$ cat src/design/mfc_pkg.sv
// shared constants and types for the modbus frame checker
// function codes, error codes, register indexes and the latched frame record
// no dependencies
package mfc_pkg;

  localparam int FRAME_LEN_W = 10;
  localparam int CFG_IDX_W   = 3;
  localparam int CFG_DATA_W  = 10;
  localparam int COUNT_W     = 16;

  // function codes
  localparam logic [7:0] FC_READ_COILS    = 8'd1;
  localparam logic [7:0] FC_READ_DISCRETE = 8'd2;
  localparam logic [7:0] FC_READ_HOLDING  = 8'd3;
  localparam logic [7:0] FC_READ_INPUT    = 8'd4;
  localparam logic [7:0] FC_WRITE_COIL    = 8'd5;
  localparam logic [7:0] FC_WRITE_REG     = 8'd6;
  localparam logic [7:0] FC_WRITE_COILS   = 8'd15;
  localparam logic [7:0] FC_WRITE_REGS    = 8'd16;
  localparam logic [7:0] FC_REPORT_ID     = 8'd17;
  localparam logic [7:0] FC_MASK_WRITE    = 8'd22;
  localparam logic [7:0] FC_WRITE_READ    = 8'd23;
  localparam logic [7:0] EXCEPTION_BIT    = 8'h80;

  // error codes
  localparam logic [2:0] ERR_OK        = 3'd0;
  localparam logic [2:0] ERR_TOO_LONG  = 3'd1;
  localparam logic [2:0] ERR_TOO_SHORT = 3'd2;
  localparam logic [2:0] ERR_INTEGRITY = 3'd3;
  localparam logic [2:0] ERR_EXCEPTION = 3'd4;
  localparam logic [2:0] ERR_LENGTH    = 3'd5;
  localparam logic [2:0] ERR_FUNCTION  = 3'd6;
  localparam logic [2:0] ERR_COUNT     = 3'd7;

  // configuration register indexes
  localparam logic [CFG_IDX_W-1:0] REG_HEADER_BYTES   = 3'd0;
  localparam logic [CFG_IDX_W-1:0] REG_CHECKSUM_BYTES = 3'd1;
  localparam logic [CFG_IDX_W-1:0] REG_MAX_FRAME      = 3'd2;
  localparam logic [CFG_IDX_W-1:0] REG_RECV_BUFFER    = 3'd3;
  localparam logic [CFG_IDX_W-1:0] REG_SEND_BUFFER    = 3'd4;

  typedef struct packed {
    logic                   confirm;
    logic [FRAME_LEN_W-1:0] frame_length;
    logic                   integrity_ok;
    logic [7:0]             function_code;
    logic [7:0]             byte_at_1;
    logic [7:0]             byte_at_3;
    logic [7:0]             byte_at_4;
    logic [7:0]             byte_at_5;
    logic [7:0]             byte_at_9;
    logic [7:0]             req_function;
    logic [COUNT_W-1:0]     req_count;
  } frame_t;

endpackage

$ cat src/design/modbus_frame_checker_unit.sv
// modbus frame checker: done follows start through the input and result registers
// one frame accepted every cycle; busy is always low, results cannot be stalled
// input register -> length and response checks -> result register
// reset: config registers to their defaults (header 1, checksum 2, limits 256),
// no frame pending and no done strobe
// depends on mfc_pkg
module modbus_frame_checker_unit (
  input  logic                          clk,
  input  logic                          rst,
  input  logic                          start,
  output logic                          busy,
  input  logic                          func,
  input  logic [mfc_pkg::FRAME_LEN_W-1:0] frame_length,
  input  logic                          integrity_ok,
  input  logic [7:0]                    function_code,
  input  logic [7:0]                    byte_at_1,
  input  logic [7:0]                    byte_at_3,
  input  logic [7:0]                    byte_at_4,
  input  logic [7:0]                    byte_at_5,
  input  logic [7:0]                    byte_at_9,
  input  logic [7:0]                    req_function,
  input  logic [mfc_pkg::COUNT_W-1:0]   req_count,
  input  logic                          cfg_valid,
  output logic                          cfg_ready,
  input  logic [mfc_pkg::CFG_IDX_W-1:0]  cfg_index,
  input  logic [mfc_pkg::CFG_DATA_W-1:0] cfg_data,
  output logic                          done,
  output logic                          pass,
  output logic [2:0]                    error_code,
  output logic [mfc_pkg::COUNT_W-1:0]   value_count
);
  import mfc_pkg::*;

  logic [2:0]             header_bytes;
  logic [1:0]             checksum_bytes;
  logic [FRAME_LEN_W-1:0] max_frame_bytes;
  logic [FRAME_LEN_W-1:0] receive_buffer_bytes;
  logic [FRAME_LEN_W-1:0] send_buffer_bytes;

  frame_t frame;
  logic   frame_valid;

  logic [4:0]         min_request;
  logic [3:0]         meta;
  logic [7:0]         data;
  logic [9:0]         need;
  logic [16:0]        rcnt_up;
  logic [13:0]        coil_bytes;
  logic [17:0]        expect_body;
  logic [17:0]        expect_len;
  logic               undefined_len;
  logic [COUNT_W-1:0] req_nb;
  logic [COUNT_W-1:0] rsp_nb;
  logic [2:0]         err_next;
  logic [COUNT_W-1:0] count_next;

  assign busy      = 1'b0;
  assign cfg_ready = 1'b1;

  // configuration registers
  always_ff @(posedge clk) begin
    if (rst) begin
      header_bytes         <= 3'd1;
      checksum_bytes       <= 2'd2;
      max_frame_bytes      <= 10'd256;
      receive_buffer_bytes <= 10'd256;
      send_buffer_bytes    <= 10'd256;
    end else if (cfg_valid && cfg_ready) begin
      case (cfg_index)
        REG_HEADER_BYTES:   header_bytes         <= cfg_data[2:0];
        REG_CHECKSUM_BYTES: checksum_bytes       <= cfg_data[1:0];
        REG_MAX_FRAME:      max_frame_bytes      <= cfg_data;
        REG_RECV_BUFFER:    receive_buffer_bytes <= cfg_data;
        REG_SEND_BUFFER:    send_buffer_bytes    <= cfg_data;
        default: ;
      endcase
    end
  end

  // input register
  always_ff @(posedge clk) begin
    if (rst) begin
      frame_valid <= 1'b0;
    end else begin
      frame_valid <= start && !busy;
    end
  end

  always_ff @(posedge clk) begin
    if (start && !busy) begin
      frame.confirm       <= func;
      frame.frame_length  <= frame_length;
      frame.integrity_ok  <= integrity_ok;
      frame.function_code <= function_code;
      frame.byte_at_1     <= byte_at_1;
      frame.byte_at_3     <= byte_at_3;
      frame.byte_at_4     <= byte_at_4;
      frame.byte_at_5     <= byte_at_5;
      frame.byte_at_9     <= byte_at_9;
      frame.req_function  <= req_function;
      frame.req_count     <= req_count;
    end
  end

  // meta bytes and announced data bytes for the received function
  always_comb begin
    meta = 4'd0;
    data = 8'd0;
    if (!frame.confirm) begin
      if (frame.function_code <= FC_WRITE_REG) begin
        meta = 4'd4;
      end else begin
        case (frame.function_code)
          FC_WRITE_COILS, FC_WRITE_REGS: begin
            meta = 4'd5;
            data = frame.byte_at_5;
          end
          FC_MASK_WRITE: meta = 4'd6;
          FC_WRITE_READ: begin
            meta = 4'd9;
            data = frame.byte_at_9;
          end
          default: meta = 4'd0;
        endcase
      end
    end else begin
      case (frame.function_code)
        FC_READ_COILS, FC_READ_DISCRETE, FC_READ_HOLDING, FC_READ_INPUT,
        FC_REPORT_ID, FC_WRITE_READ: meta = 4'd1;
        FC_WRITE_COIL, FC_WRITE_REG, FC_WRITE_COILS, FC_WRITE_REGS: meta = 4'd4;
        FC_MASK_WRITE: meta = 4'd6;
        default: meta = 4'd0;
      endcase
      // code zero reads a byte count too
      if (frame.function_code <= FC_READ_INPUT || frame.function_code == FC_REPORT_ID ||
          frame.function_code == FC_WRITE_READ) begin
        data = frame.byte_at_1;
      end
    end
  end

  assign min_request = {2'b0, header_bytes} + 5'd5 + {3'b0, checksum_bytes};
  assign need = {7'b0, header_bytes} + 10'd1 + {6'b0, meta} + {2'b0, data}
              + {8'b0, checksum_bytes};

  assign rcnt_up    = {1'b0, frame.req_count} + 17'd7;
  assign coil_bytes = rcnt_up[16:3];

  // expected response length from the saved request
  always_comb begin
    undefined_len = 1'b0;
    case (frame.req_function)
      FC_READ_COILS, FC_READ_DISCRETE: expect_body = 18'd2 + {4'b0, coil_bytes};
      FC_WRITE_READ, FC_READ_HOLDING, FC_READ_INPUT:
        expect_body = 18'd2 + {1'b0, frame.req_count, 1'b0};
      FC_WRITE_COIL, FC_WRITE_REG, FC_WRITE_COILS, FC_WRITE_REGS: expect_body = 18'd5;
      FC_MASK_WRITE: expect_body = 18'd7;
      default: begin
        expect_body   = 18'd0;
        undefined_len = 1'b1;
      end
    endcase
  end

  assign expect_len = expect_body + {15'b0, header_bytes} + {16'b0, checksum_bytes};

  // value counts of request and response
  always_comb begin
    case (frame.function_code)
      FC_READ_COILS, FC_READ_DISCRETE: begin
        req_nb = {2'b0, coil_bytes};
        rsp_nb = {8'b0, frame.byte_at_1};
      end
      FC_WRITE_READ, FC_READ_HOLDING, FC_READ_INPUT: begin
        req_nb = frame.req_count;
        rsp_nb = {9'b0, frame.byte_at_1[7:1]};
      end
      FC_WRITE_COILS, FC_WRITE_REGS: begin
        req_nb = frame.req_count;
        rsp_nb = {frame.byte_at_3, frame.byte_at_4};
      end
      FC_REPORT_ID: begin
        req_nb = {8'b0, frame.byte_at_1};
        rsp_nb = {8'b0, frame.byte_at_1};
      end
      default: begin
        req_nb = 16'd1;
        rsp_nb = 16'd1;
      end
    endcase
  end

  // checks in priority order
  always_comb begin
    err_next   = ERR_OK;
    count_next = '0;
    if (frame.confirm && send_buffer_bytes < {5'b0, min_request}) begin
      err_next = ERR_TOO_LONG;
    end else if (frame.frame_length == '0) begin
      err_next = ERR_TOO_SHORT;
    end else if (frame.frame_length > receive_buffer_bytes ||
                 frame.frame_length > max_frame_bytes) begin
      err_next = ERR_TOO_LONG;
    end else if (frame.frame_length < need) begin
      err_next = ERR_TOO_SHORT;
    end else if (!frame.integrity_ok) begin
      err_next = ERR_INTEGRITY;
    end else if (!frame.confirm) begin
      count_next = {6'b0, frame.frame_length};
    end else if (frame.function_code >= EXCEPTION_BIT) begin
      err_next = ERR_EXCEPTION;
    end else if (!undefined_len && {8'b0, frame.frame_length} != expect_len) begin
      err_next = ERR_LENGTH;
    end else if (frame.function_code != frame.req_function) begin
      err_next = ERR_FUNCTION;
    end else if (req_nb != rsp_nb) begin
      err_next = ERR_COUNT;
    end else begin
      count_next = rsp_nb;
    end
  end

  // result register
  always_ff @(posedge clk) begin
    if (rst) begin
      done <= 1'b0;
    end else begin
      done <= frame_valid;
    end
  end

  always_ff @(posedge clk) begin
    if (frame_valid) begin
      pass        <= (err_next == ERR_OK);
      error_code  <= err_next;
      value_count <= count_next;
    end
  end

endmodule
$ cat config.mk
export PLATFORM = sky130hd
export DESIGN_NAME = modbus_frame_checker_unit
export DESIGN_NICKNAME = d
export VERILOG_FILES = /design/src/design/mfc_pkg.sv /design/src/design/modbus_frame_checker_unit.sv
export SDC_FILE = /design/constraint.sdc
export NUM_CORES = 1
export LEC_CHECK = 0
export BUFFER_PORTS_ARGS = -buffer_cell sky130_fd_sc_hd__buf_2
export CORE_UTILIZATION = 53
export CTS_BUF_LIST = sky130_fd_sc_hd__clkbuf_4 sky130_fd_sc_hd__clkbuf_8 sky130_fd_sc_hd__clkbuf_16
export DETAILED_ROUTE_END_ITERATION = 10
export PLACE_DENSITY = 0.77
export SETUP_SLACK_MARGIN = 0.05
export SYNTH_ARGS = -nofsm -noshare
export SYNTH_HDL_FRONTEND = slang
export SYNTH_SLANG_ARGS = --single-unit
$ cat constraint.sdc
create_clock -name clk -period 5.86 [get_ports clk]
set_input_delay 0.586 -clock clk [delete_from_list [all_inputs] [get_ports clk]]
set_output_delay 0.586 -clock clk [all_outputs]
set_load 0.01 [all_outputs]
# After elaboration in Yosys (flattened, before gate mapping)
# Memory sizes are Yosys's and may differ from the RTL's. A register that Yosys moved wholly into a read port is not among the register bits.
# Cells that the tools add are included.
# totals
register_bits,141
rom_bits,96
inputBits,101
output_inout_bits,23
word_cells,121
mem_count,1
# classes
addsub,11
order_cmp,7
n_eq_ne,26
n_mux,27
bitwise_logic,2
reduce_logical,25
# memory_table
name,depth,word_bits,read_ports,rd_ports_with_merged_regs,wr,line_no,rtl
(name not given),32,3,1,1,0,modbus_frame_checker_unit.sv:127,case (frame.function_code)
# op_table
op,n
16-bit one-hot mux with 3 select lines,2
18-bit one-hot mux with 4 select lines,1
8-bit by 5-bit == test with 1-bit output (second input constant),7
10-bit 2-to-1 mux,5
8-bit by 2-bit == test with 1-bit output (second input constant),4
8-bit by 3-bit == test with 1-bit output (second input constant),4
3-bit 2-to-1 mux,10
8-bit 2-to-1 mux,3
10-bit greater-than comparator,2
10-bit OR reduction,2
18-bit by 2-bit adder with 18-bit output,1
18-bit by 3-bit adder with 18-bit output,1
2-bit by 17-bit adder with 18-bit output (first input constant),1
10-bit by 18-bit inequality test with 1-bit output,1
16-bit by 3-bit adder with 17-bit output (second input constant),1
8-bit by 1-bit == test with 1-bit output (second input constant),2
8-bit by 4-bit == test with 1-bit output (second input constant),2
8-bit by 3-bit <= comparator with 1-bit output (second input constant),2
16-bit inequality test,1
8-bit one-hot mux with 2 select lines,1
2-bit by 14-bit adder with 15-bit output (first input constant),1
4-bit 2-to-1 mux,3
4-bit one-hot mux with 3 select lines,1
9-bit by 2-bit adder with 10-bit output,1
23 further kinds,39

# Longest topological paths before layout
# Gate-level depths: netlist (run 1).
# depth
ltp_word,16
depth_mapped,26
depth_no_buf,24

# Worst setup path before layout (run 1)
# Ideal clock, no wire load.
# synth_timing
path_kind,reg2reg
start,register frame[66] (netlist bit)
end,register value_count[0] (netlist bit) (data pin)
setup_ns,0.256
arrival_time_ns,5.498
required_ns,5.604
setup_slack_ns,0.106
stages_incl_launch_ff,24
n_path_buf,3
synth_period_minus_slack_ns,5.754
cell_sequence,edfxtp_1 clkbuf_1 nor3b_1 a22o_1 nand2_1 clkbuf_1 nor2_1 a222oi_1 fa_1 inv_1 ha_1 fa_1 inv_1 ha_1 a21o_1 a21o_1 a21o_1 a21o_1 a21o_1 a21o_1 a211o_1 and4b_1 buf_1 a22o_1
# synth_between
elab_chain_cells,10
word_cells_on_any_way,40
cone_classes,add/sub: 3; order compare: 4; eq/ne: 11; mux: 14; reduce/logical: 8
# synth_rtl
element,line_no,rtl
start: declaration,modbus_frame_checker_unit.sv:40,frame_t frame;
8-bit by 4-bit == test with 1-bit output / 8-bit by 5-bit == test with 1-bit output (equally long branches),"modbus_frame_checker_unit.sv:113, modbus_frame_checker_unit.sv:169",
2-bit OR reduction,"modbus_frame_checker_unit.sv:113, modbus_frame_checker_unit.sv:169",
4-bit one-hot mux with 3 select lines,modbus_frame_checker_unit.sv:113,case (frame.function_code)
4-bit 2-to-1 mux,modbus_frame_checker_unit.sv:110,if (frame.function_code <= FC_WRITE_REG) begin
4-bit 2-to-1 mux,modbus_frame_checker_unit.sv:109,if (!frame.confirm) begin
4-bit by 4-bit adder with 5-bit output,modbus_frame_checker_unit.sv:143,"assign need = {7'b0, header_bytes} + 10'd1 + {6'b0, meta} + {2'b0, data}"
5-bit by 8-bit adder with 9-bit output,modbus_frame_checker_unit.sv:143,
9-bit by 2-bit adder with 10-bit output,modbus_frame_checker_unit.sv:144,"+ {8'b0, checksum_bytes};"
10-bit < comparator,modbus_frame_checker_unit.sv:204,end else if (frame.frame_length < need) begin
5-bit OR reduction (no line),--,
end signal: assignment,modbus_frame_checker_unit.sv:236,value_count <= count_next;
end: declaration,modbus_frame_checker_unit.sv:30,output logic [mfc_pkg::COUNT_W-1:0] value_count
# Several ways; a longest one is shown, not always the timed one.
# A chain may end at the register's enable or synchronous reset.

# Worst setup path after layout (run 1)
# layout_timing
start,register frame[70] (netlist bit)
end,register value_count[0] (netlist bit) (data pin)
# The elaborated chain is that of the path after synthesis.

==> results.ini, run 1 <==
[status]
result_of_the_run=complete, no violations

[grt]
first_global_vias=7759
first_pass_grt_wire_length_um=41540
grt_util_all_layers_pct=29.48
maximum_number_of_pins_on_one_net_before_global_route_repair=65
grt_antenna_before_repair=0
grt_overflow_total=0

[yosys]
netlist_area_sq_um=9548
synth.top_cells.by_area=sky130_fd_sc_hd__edfxtp_1 33%, sky130_fd_sc_hd__dfxtp_1 8.4%, sky130_fd_sc_hd__ha_1 7.1%
yosysTopAreaCellShare_pct=32.71
synth-adder-area-share_pct=8.963
synth_top_area_cell=sky130_fd_sc_hd__edfxtp_1
flip_flop_cell_with_the_highest_count_after_synthesis=sky130_fd_sc_hd__edfxtp_1
post_synth_and_or_nand_nor_area_fraction_pct=18.78
netlist_instances=1007
synthArstFlopShare_pct=0
post_synth.cell_area_avg_sq_um=9.482
synth_top_family_by_area=simple AND/OR/NAND/NOR gates
synth-warning-count=0
post_synth_num_cell_types=82
synth_edf_count=104
synth-seq-area-share_pct=41.10
synth-compound-area-share_pct=17.76
number_of_storage_elements_in_the_synthesis_netlist=144
synthesis.nets=1171
synth.area.mux_share_pct=1.651
synth_xor_area_share_pct=6.238

[place]
detailed_place_hpwl_um=19460
routabilityCongestion=0.9754
dp_cells=1322
io_buffer_count=121

[cells_and_area]
final_core_utilization_pct=63.63
area_delta_synth_final_pct=16.07
post_route_cells_drive_above_1_share_pct=19.96
count_of_antenna_diodes_in_the_layout=0
fin_nets=1288
final-instance-count-excl-fill=1362

[timing]
report.final.slew_viol_count=0
final_period_minus_worst_setup_slack_ns=5.575
timing_worst_slew_pin_value_ns=0.9435
worst_hold_slack_ns=0.3220
setup_viol_count_final=0
rsz0062_at_grt=true
setup_total_negative_slack_ns=0
final.setup_skew_ns=0.007939
slew-limit-headroom_pct=36.52
final_hold_viol_count=0
timing.final.crit_share_pct=95.14
max_freq_mhz=179.4

[clocking]
tritoncts=yes
cts_hold_buf=0
clockBufferDepth=2
cts.clk_slew.worst_paths_ns=0.07
clock_insertion_delay_worst_skew_ns=0.44
cts_root_buffer=sky130_fd_sc_hd__clkbuf_16
tritoncts_num_sinks=144
ctsHtreeMaxLevel=4
cts_bufs_inserted=17

[setup_path]
timing.setup.critical_path_class=flip-flop to flip-flop
worst-r2r-setup-slack_ns=0.29
path_max_fanout=10
worst_ep_arrival_time_ns=5.76
required_time_worst_endpoint_ns=6.04
critPathLaunchType=flip-flop
endpoint_kind=flip-flop
crit-reg2reg-launch=frame[70]
r2r_cells=20
reg2reg_end=value_count[0]

[routing]
final_antenna_net_count=0
wirelength_um=26450
detailedRoute.firstIterationViolations=1107
post-route-drc-count=0
detail_route.vias_per_cell=6.140
wl_per_cell_um=19.42
initial_drt_pass_iterations=8
num_vias=8362

[min_path]
min_path_type=input port to flip-flop
timing.hold.worst_endpoint=frame[61]
hold_path_startpoint=byte_at_1[5]
holdPathStages=1

[floorplanning]
start_util_pct=54.82
dieArea_sq_um=18560
io_pins=124
floorplan.die.width_um=136.2
placeableCoreArea_sq_um=17420
floorplan.die.height_um=136.2
placement_rows=48

[flow_run]
max_cap_violations=0

[power_and_ir_drop]
cellLeakagePower_nw=4.277
power_density_nw_per_um2=250.5
vdd.ir_drop.worst_mv=0.2115

==> worst max path at each step <==
stage / startpoint / endpoint / slack (ns)
finish: frame[70] / value_count[0] / 0.29
global placement: frame[71] / value_count[0] / 0.39
global route: frame[0] / value_count[8] / 0.04
CTS: frame[71] / value_count[0] / 0.20
detailed placement: frame[71] / value_count[0] / 0.22
floorplan: frame[66] / value_count[0] / 0.11
==> registers in the layout, indices dropped and copies added (netlist names), named ones only <==
register	flops
pass	1
done	1
receive_buffer_bytes	10
error_code	3
max_frame_bytes	10
frame_valid	1
send_buffer_bytes	10
header_bytes	3
value_count	16
frame	84
checksum_bytes	2
==> cells in the final DEF, fill, tap and decap left out, types with 7 or more instances in the layout <==
master                      Yosys  final
sky130_fd_sc_hd__o31ai_1        8      8
sky130_fd_sc_hd__fa_1           9      9
sky130_fd_sc_hd__a31oi_1        9      9
sky130_fd_sc_hd__nand2b_1      12     12
sky130_fd_sc_hd__o21a_1        10     10
sky130_fd_sc_hd__a22oi_1        8      8
sky130_fd_sc_hd__or4_1         11     11
sky130_fd_sc_hd__nor2_1        50     48
sky130_fd_sc_hd__nand3b_1       8      8
sky130_fd_sc_hd__buf_4          2     38
sky130_fd_sc_hd__a22o_1        11     11
sky130_fd_sc_hd__a211oi_1       9      9
sky130_fd_sc_hd__xnor2_1       46     46
sky130_fd_sc_hd__nand3_1       20     20
sky130_fd_sc_hd__o22ai_1        7      7
sky130_fd_sc_hd__nand4_1       15     15
sky130_fd_sc_hd__nor2b_1       13     13
sky130_fd_sc_hd__nor3_2         6      7
sky130_fd_sc_hd__a222oi_1      11     11
sky130_fd_sc_hd__and3_1         9      9
sky130_fd_sc_hd__edfxtp_1     104    104
sky130_fd_sc_hd__mux2i_1        9      9
sky130_fd_sc_hd__nor4_1        21     21
sky130_fd_sc_hd__nor3_1        28     27
sky130_fd_sc_hd__o21ai_0       36     36
sky130_fd_sc_hd__buf_2          7    120
sky130_fd_sc_hd__a21o_1        13     13
sky130_fd_sc_hd__inv_1         70     70
sky130_fd_sc_hd__dfxtp_1       40     40
sky130_fd_sc_hd__ha_1          54     54
sky130_fd_sc_hd__nand2_1      111    111
sky130_fd_sc_hd__clkbuf_16      0     17
sky130_fd_sc_hd__xor2_1        22     22
sky130_fd_sc_hd__a21oi_1       63     63
==> cells by family after synthesis <==
logic type / Yosys count
compound gates: 244
buf+inv: 132
simple gates: 339
fa+ha+maj: 63
flops: 144
mux: 15
other cells: 2
xor+xnor: 68
==> final cells by class <==
| type | count | area (sq um) |
|---|---|---|
| inverters | 72 | 270.3 |
| clock inverters | 13 | 151.4 |
| multi-input cells | 731 | 5122 |
| clock buffers | 19 | 446.7 |
| well taps | 225 | 281.5 |
| repair buffers | 158 | 885.9 |
| fillers | 1430 | 6335 |
| flip-flops and latches | 144 | 3924 |
==> timing repair <==
action                     4_1_cts  5_1_grt
setup endpoints to repair        0       18
gates resized for setup          0        6
buffers inserted                 0        8
==> cells in the mapped netlist, types with 10 or more instances <==
library cell / number
sky130_fd_sc_hd__a22o_1: 11
sky130_fd_sc_hd__ha_1: 54
sky130_fd_sc_hd__inv_1: 70
sky130_fd_sc_hd__a21oi_1: 63
sky130_fd_sc_hd__clkbuf_1: 45
sky130_fd_sc_hd__nor2b_1: 13
sky130_fd_sc_hd__o21a_1: 10
sky130_fd_sc_hd__a21o_1: 13
sky130_fd_sc_hd__xnor2_1: 46
sky130_fd_sc_hd__nor2_1: 50
sky130_fd_sc_hd__nor3_1: 28
sky130_fd_sc_hd__a222oi_1: 11
sky130_fd_sc_hd__nor4_1: 21
sky130_fd_sc_hd__dfxtp_1: 40
sky130_fd_sc_hd__nand2_1: 111
sky130_fd_sc_hd__edfxtp_1: 104
sky130_fd_sc_hd__or4_1: 11
sky130_fd_sc_hd__o21ai_0: 36
sky130_fd_sc_hd__xor2_1: 22
sky130_fd_sc_hd__nand3_1: 20
sky130_fd_sc_hd__nand2b_1: 12
sky130_fd_sc_hd__nand4_1: 15
==> worst max-delay path: stages, from the launching register on <==
cell and delay (ns):
sky130_fd_sc_hd__edfxtp_1 0.43, sky130_fd_sc_hd__or4_1 0.62, sky130_fd_sc_hd__nor2_1 0.16, sky130_fd_sc_hd__and4_1 0.29, sky130_fd_sc_hd__buf_4 0.18, sky130_fd_sc_hd__a222oi_1 0.14
sky130_fd_sc_hd__fa_1 0.51, sky130_fd_sc_hd__inv_1 0.05, sky130_fd_sc_hd__ha_1 0.22, sky130_fd_sc_hd__fa_1 0.48, sky130_fd_sc_hd__inv_1 0.04, sky130_fd_sc_hd__ha_1 0.26
sky130_fd_sc_hd__a21o_1 0.15, sky130_fd_sc_hd__a21o_1 0.17, sky130_fd_sc_hd__a21o_1 0.18, sky130_fd_sc_hd__a21o_1 0.17, sky130_fd_sc_hd__a21o_1 0.17, sky130_fd_sc_hd__a21o_1 0.17
sky130_fd_sc_hd__a211o_1 0.34, sky130_fd_sc_hd__and4b_2 0.32, sky130_fd_sc_hd__a22o_1 0.27
==> per-stage QoR <==
| stage | area (sq um) | power, mW | setup slack, ns |
|---|---|---|---|
| 6_report | 11080 | 2.776 | 0.2850 |
| 5_1_grt | 11080 | 2.879 | 0.04205 |
| 4_1_cts | 11000 | 2.772 | 0.1992 |
| 3_5_place_dp | 10410 | 1.668 | 0.2158 |
| 3_3_place_gp | 10410 | 1.660 | 0.3870 |
| 2_1_floorplan | 9548 | 1.507 | 0.1061 |
==> layer usage <==
metal	track usage [%]	up-vias	routed length, um
met5	0	-	0
met4	10.19	0	633
met3	5.593	60	2299
met2	46.53	460	11970
met1	40.38	3900	11550
li1	-	3942	-
==> power breakdown <==
group | total [mW] | switching, mW | internal [mW]
combinational | 0.415 | 0.234 | 0.181
sequential | 1.25 | 0.0916 | 1.16
clock | 1.11 | 0.457 | 0.651
total | 2.78 | 0.782 | 1.99
Note: power is estimated with default switching activity, not from simulation.
==> run 2, diff against run 1 <==
--- a/config.mk
+++ b/config.mk
@@ -10,7 +10,7 @@
 export CTS_BUF_LIST = sky130_fd_sc_hd__clkbuf_4 sky130_fd_sc_hd__clkbuf_8 sky130_fd_sc_hd__clkbuf_16
 export DETAILED_ROUTE_END_ITERATION = 10
 export PLACE_DENSITY = 0.77
-export SETUP_SLACK_MARGIN = 0.05
+export SETUP_SLACK_MARGIN = 0.3
 export SYNTH_ARGS = -nofsm -noshare
 export SYNTH_HDL_FRONTEND = slang
 export SYNTH_SLANG_ARGS = --single-unit
==> run 2 against run 1 <==
  * Fmax up 2.6%
  * Sequential share of layout area fell by 0.47 points
  * Count of clock-buffer cells in the layout rose by 2
  * Critical endpoint is now value_count[6]
  * Largest cell class unchanged
  * Register-to-register slack gained 0.14 ns
  * Critical path depth up 1
==> results.ini, run 2 (synthesis gave the netlist of run 1 again) <==
[setup_path]
required_time_worst_endpoint_ns=6.04
path_max_fanout=9
critPathLaunchType=flip-flop
crit_path_start=frame[67]
timing.setup.critical_path_class=flip-flop to flip-flop
worst_ep_arrival_time_ns=5.61
endpoint_kind=flip-flop
crit-reg2reg-launch=frame[67]

[cells_and_area]
fin_nets=1298
num-fill-cells=1380
reg_top3=frame x84, value_count x16
regArea_sq_um=3924
final_core_utilization_pct=64.49
largest_register_ffs=84
area_delta_synth_final_pct=17.64
multi_input_comb_area_sq_um=5234
post_route_cells_drive_above_1_share_pct=22.32
final_cell_mix=120 x sky130_fd_sc_hd__buf_2, 110 x sky130_fd_sc_hd__nand2_1, 104 x sky130_fd_sc_hd__edfxtp_1, 69 x sky130_fd_sc_hd__inv_1, 60 x sky130_fd_sc_hd__a21oi_1
largest-register=frame
count_of_antenna_diodes_in_the_layout=0
layout_commonest_cell=sky130_fd_sc_hd__buf_2

[timing]
setup_viol_count_final=0
final.setup_skew_ns=0.008096
final_period_minus_worst_setup_slack_ns=5.434
max_freq_mhz=184.0
rsz0062_at_grt=false
timing_worst_slew_pin_value_ns=0.8827
report.final.slew_viol_count=0
setup_total_negative_slack_ns=0
final_hold_viol_count=0
slew-limit-headroom_pct=40.61
timing.final.crit_share_pct=92.72

[grt]
grt_antenna_before_repair=0
gr-usage-met1_pct=37.83
first_global_vias=7708
grt_overflow_total=0
layer_with_the_highest_usage=met2
grt_util_all_layers_pct=28.33
first_pass_grt_wire_length_um=39890
use_met2_pct=44.73
maximum_number_of_pins_on_one_net_before_global_route_repair=59
use_met3_pct=6.227

[floorplanning]
floorplan.die.height_um=136.2
placeableCoreArea_sq_um=17420
floorplan.die.width_um=136.2
start_util_pct=54.82
placement_rows=48
io_pins=124
dieArea_sq_um=18560

[power_and_ir_drop]
p_int_mw=1.949
vdd.ir_drop.worst_mv=0.1987
cellLeakagePower_nw=4.329
p_sw_share_pct=28.20
comb_power_share_pct=15.8
power_density_nw_per_um2=241.6
power.net_switching_mw=0.7653
power.sequential.fraction_pct=46.3
clkPwrFrac_pct=37.9

[clocking]
ctsHtreeMaxLevel=4
tritoncts=yes
cts_hold_buf=0
clockBufferDepth=2
cts_bufs_inserted=17
clock_insertion_delay_worst_skew_ns=0.43
cts_root_buffer=sky130_fd_sc_hd__clkbuf_16
tritoncts_num_sinks=144
cts.clk_slew.worst_paths_ns=0.06

[routing]
final_antenna_net_count=0
detailedRoute.firstIterationViolations=1075
num_vias=8501
wirelength_um=26060
post-route-drc-count=0
detail_route.vias_per_cell=6.196
initial_drt_pass_iterations=6
wl_per_cell_um=18.99

[place]
detailed_place_hpwl_um=18980
io_buffer_count=121
routabilityCongestion=0.9758

[flow_run]
max_cap_violations=0

[min_path]
hold_path_startpoint=req_count[8]
min_path_type=input port to flip-flop

[status]
result_of_the_run=complete, no violations

==> run 2: cell types whose count changed in the layout (fill, tap and decap cells not counted), moves of 3 or more <==
cell                      previous run  this run
sky130_fd_sc_hd__buf_4              38        45
sky130_fd_sc_hd__a21oi_1            63        60
sky130_fd_sc_hd__a21oi_2             1         4
sky130_fd_sc_hd__ha_1               54        51
sky130_fd_sc_hd__inv_4               0         3
==> run 2: layout make-up <==
cell class / count / area share, %
Multi-Input combinational cell: 732 / 46.60
Sequential cell: 144 / 34.93
Inverter: 72 / 2.406
Tap cell: 225 / 2.506
Clock buffer: 21 / 4.322
Timing Repair Buffer: 167 / 8.555
Clock inverter: 11 / 0.6795
==> run 2: metrics by stage <==
step	std cells	total power [mW]	area, sq um	hold slack (ns)	setup slack, ns
after floorplan	1007	1.508	9563	0.4360	0.3153
after global placement	1318	1.657	10390	0.4425	0.3872
after detailed placement	1318	1.666	10390	0.4490	0.3638
after CTS	1350	2.695	10950	0.3105	0.3006
after global routing	1372	2.818	11230	0.3094	0.2398
final	1372	2.714	11230	0.3287	0.4264
==> run 2: worst max-delay path, stage by stage, from the launching register on <==
cell,delay (ns)
sky130_fd_sc_hd__edfxtp_1,0.47
sky130_fd_sc_hd__buf_6,0.16
sky130_fd_sc_hd__nor3b_1,0.30
sky130_fd_sc_hd__a22o_1,0.23
sky130_fd_sc_hd__nand2_2,0.09
sky130_fd_sc_hd__nor2_4,0.22
sky130_fd_sc_hd__a222oi_1,0.14
sky130_fd_sc_hd__fa_1,0.57
sky130_fd_sc_hd__inv_2,0.05
sky130_fd_sc_hd__ha_4,0.24
sky130_fd_sc_hd__fa_1,0.53
sky130_fd_sc_hd__inv_1,0.04
sky130_fd_sc_hd__ha_1,0.26
sky130_fd_sc_hd__a21o_1,0.16
sky130_fd_sc_hd__a21o_1,0.17
sky130_fd_sc_hd__a21o_1,0.17
sky130_fd_sc_hd__a21o_1,0.17
sky130_fd_sc_hd__a21o_1,0.17
sky130_fd_sc_hd__a21o_1,0.17
sky130_fd_sc_hd__a211o_1,0.31
sky130_fd_sc_hd__and4b_2,0.31
sky130_fd_sc_hd__a22o_1,0.24
==> run 2: metal layers <==
layer | wire length [um] | part of all wire, % | up-vias
met5 | 0 | 0 | -
met4 | 791 | 3.0 | 0
met3 | 2448 | 9.4 | 75
met2 | 11760 | 45 | 467
met1 | 11060 | 42 | 3988
li1 | - | - | 3971
==> run 2: power groups by stage <==
| stage | clock (mW) | combinational, mW | sequential (mW) |
|---|---|---|---|
| after floorplan | 0 | 0.291 | 1.22 |
| after global placement | 0 | 0.383 | 1.27 |
| after detailed placement | 0 | 0.391 | 1.27 |
| after CTS | 1.05 | 0.395 | 1.25 |
| after global routing | 1.08 | 0.474 | 1.26 |
| final | 1.03 | 0.429 | 1.26 |
==> run 2: repair_timing <==
item / CTS / global route
gates resized for setup: 0 / 30
endpoints found under the setup margin: 0 / 20
buffers inserted: 0 / 21
==> run 2: final timing paths <==
kind,endpoint,slack [ns],depth (start not counted)
setup reg to reg,value_count[6],0.43,21
hold / removal,frame[8],0.33,1
setup / recovery,value_count[6],0.43,21
hold reg to reg,receive_buffer_bytes[5],0.45,2
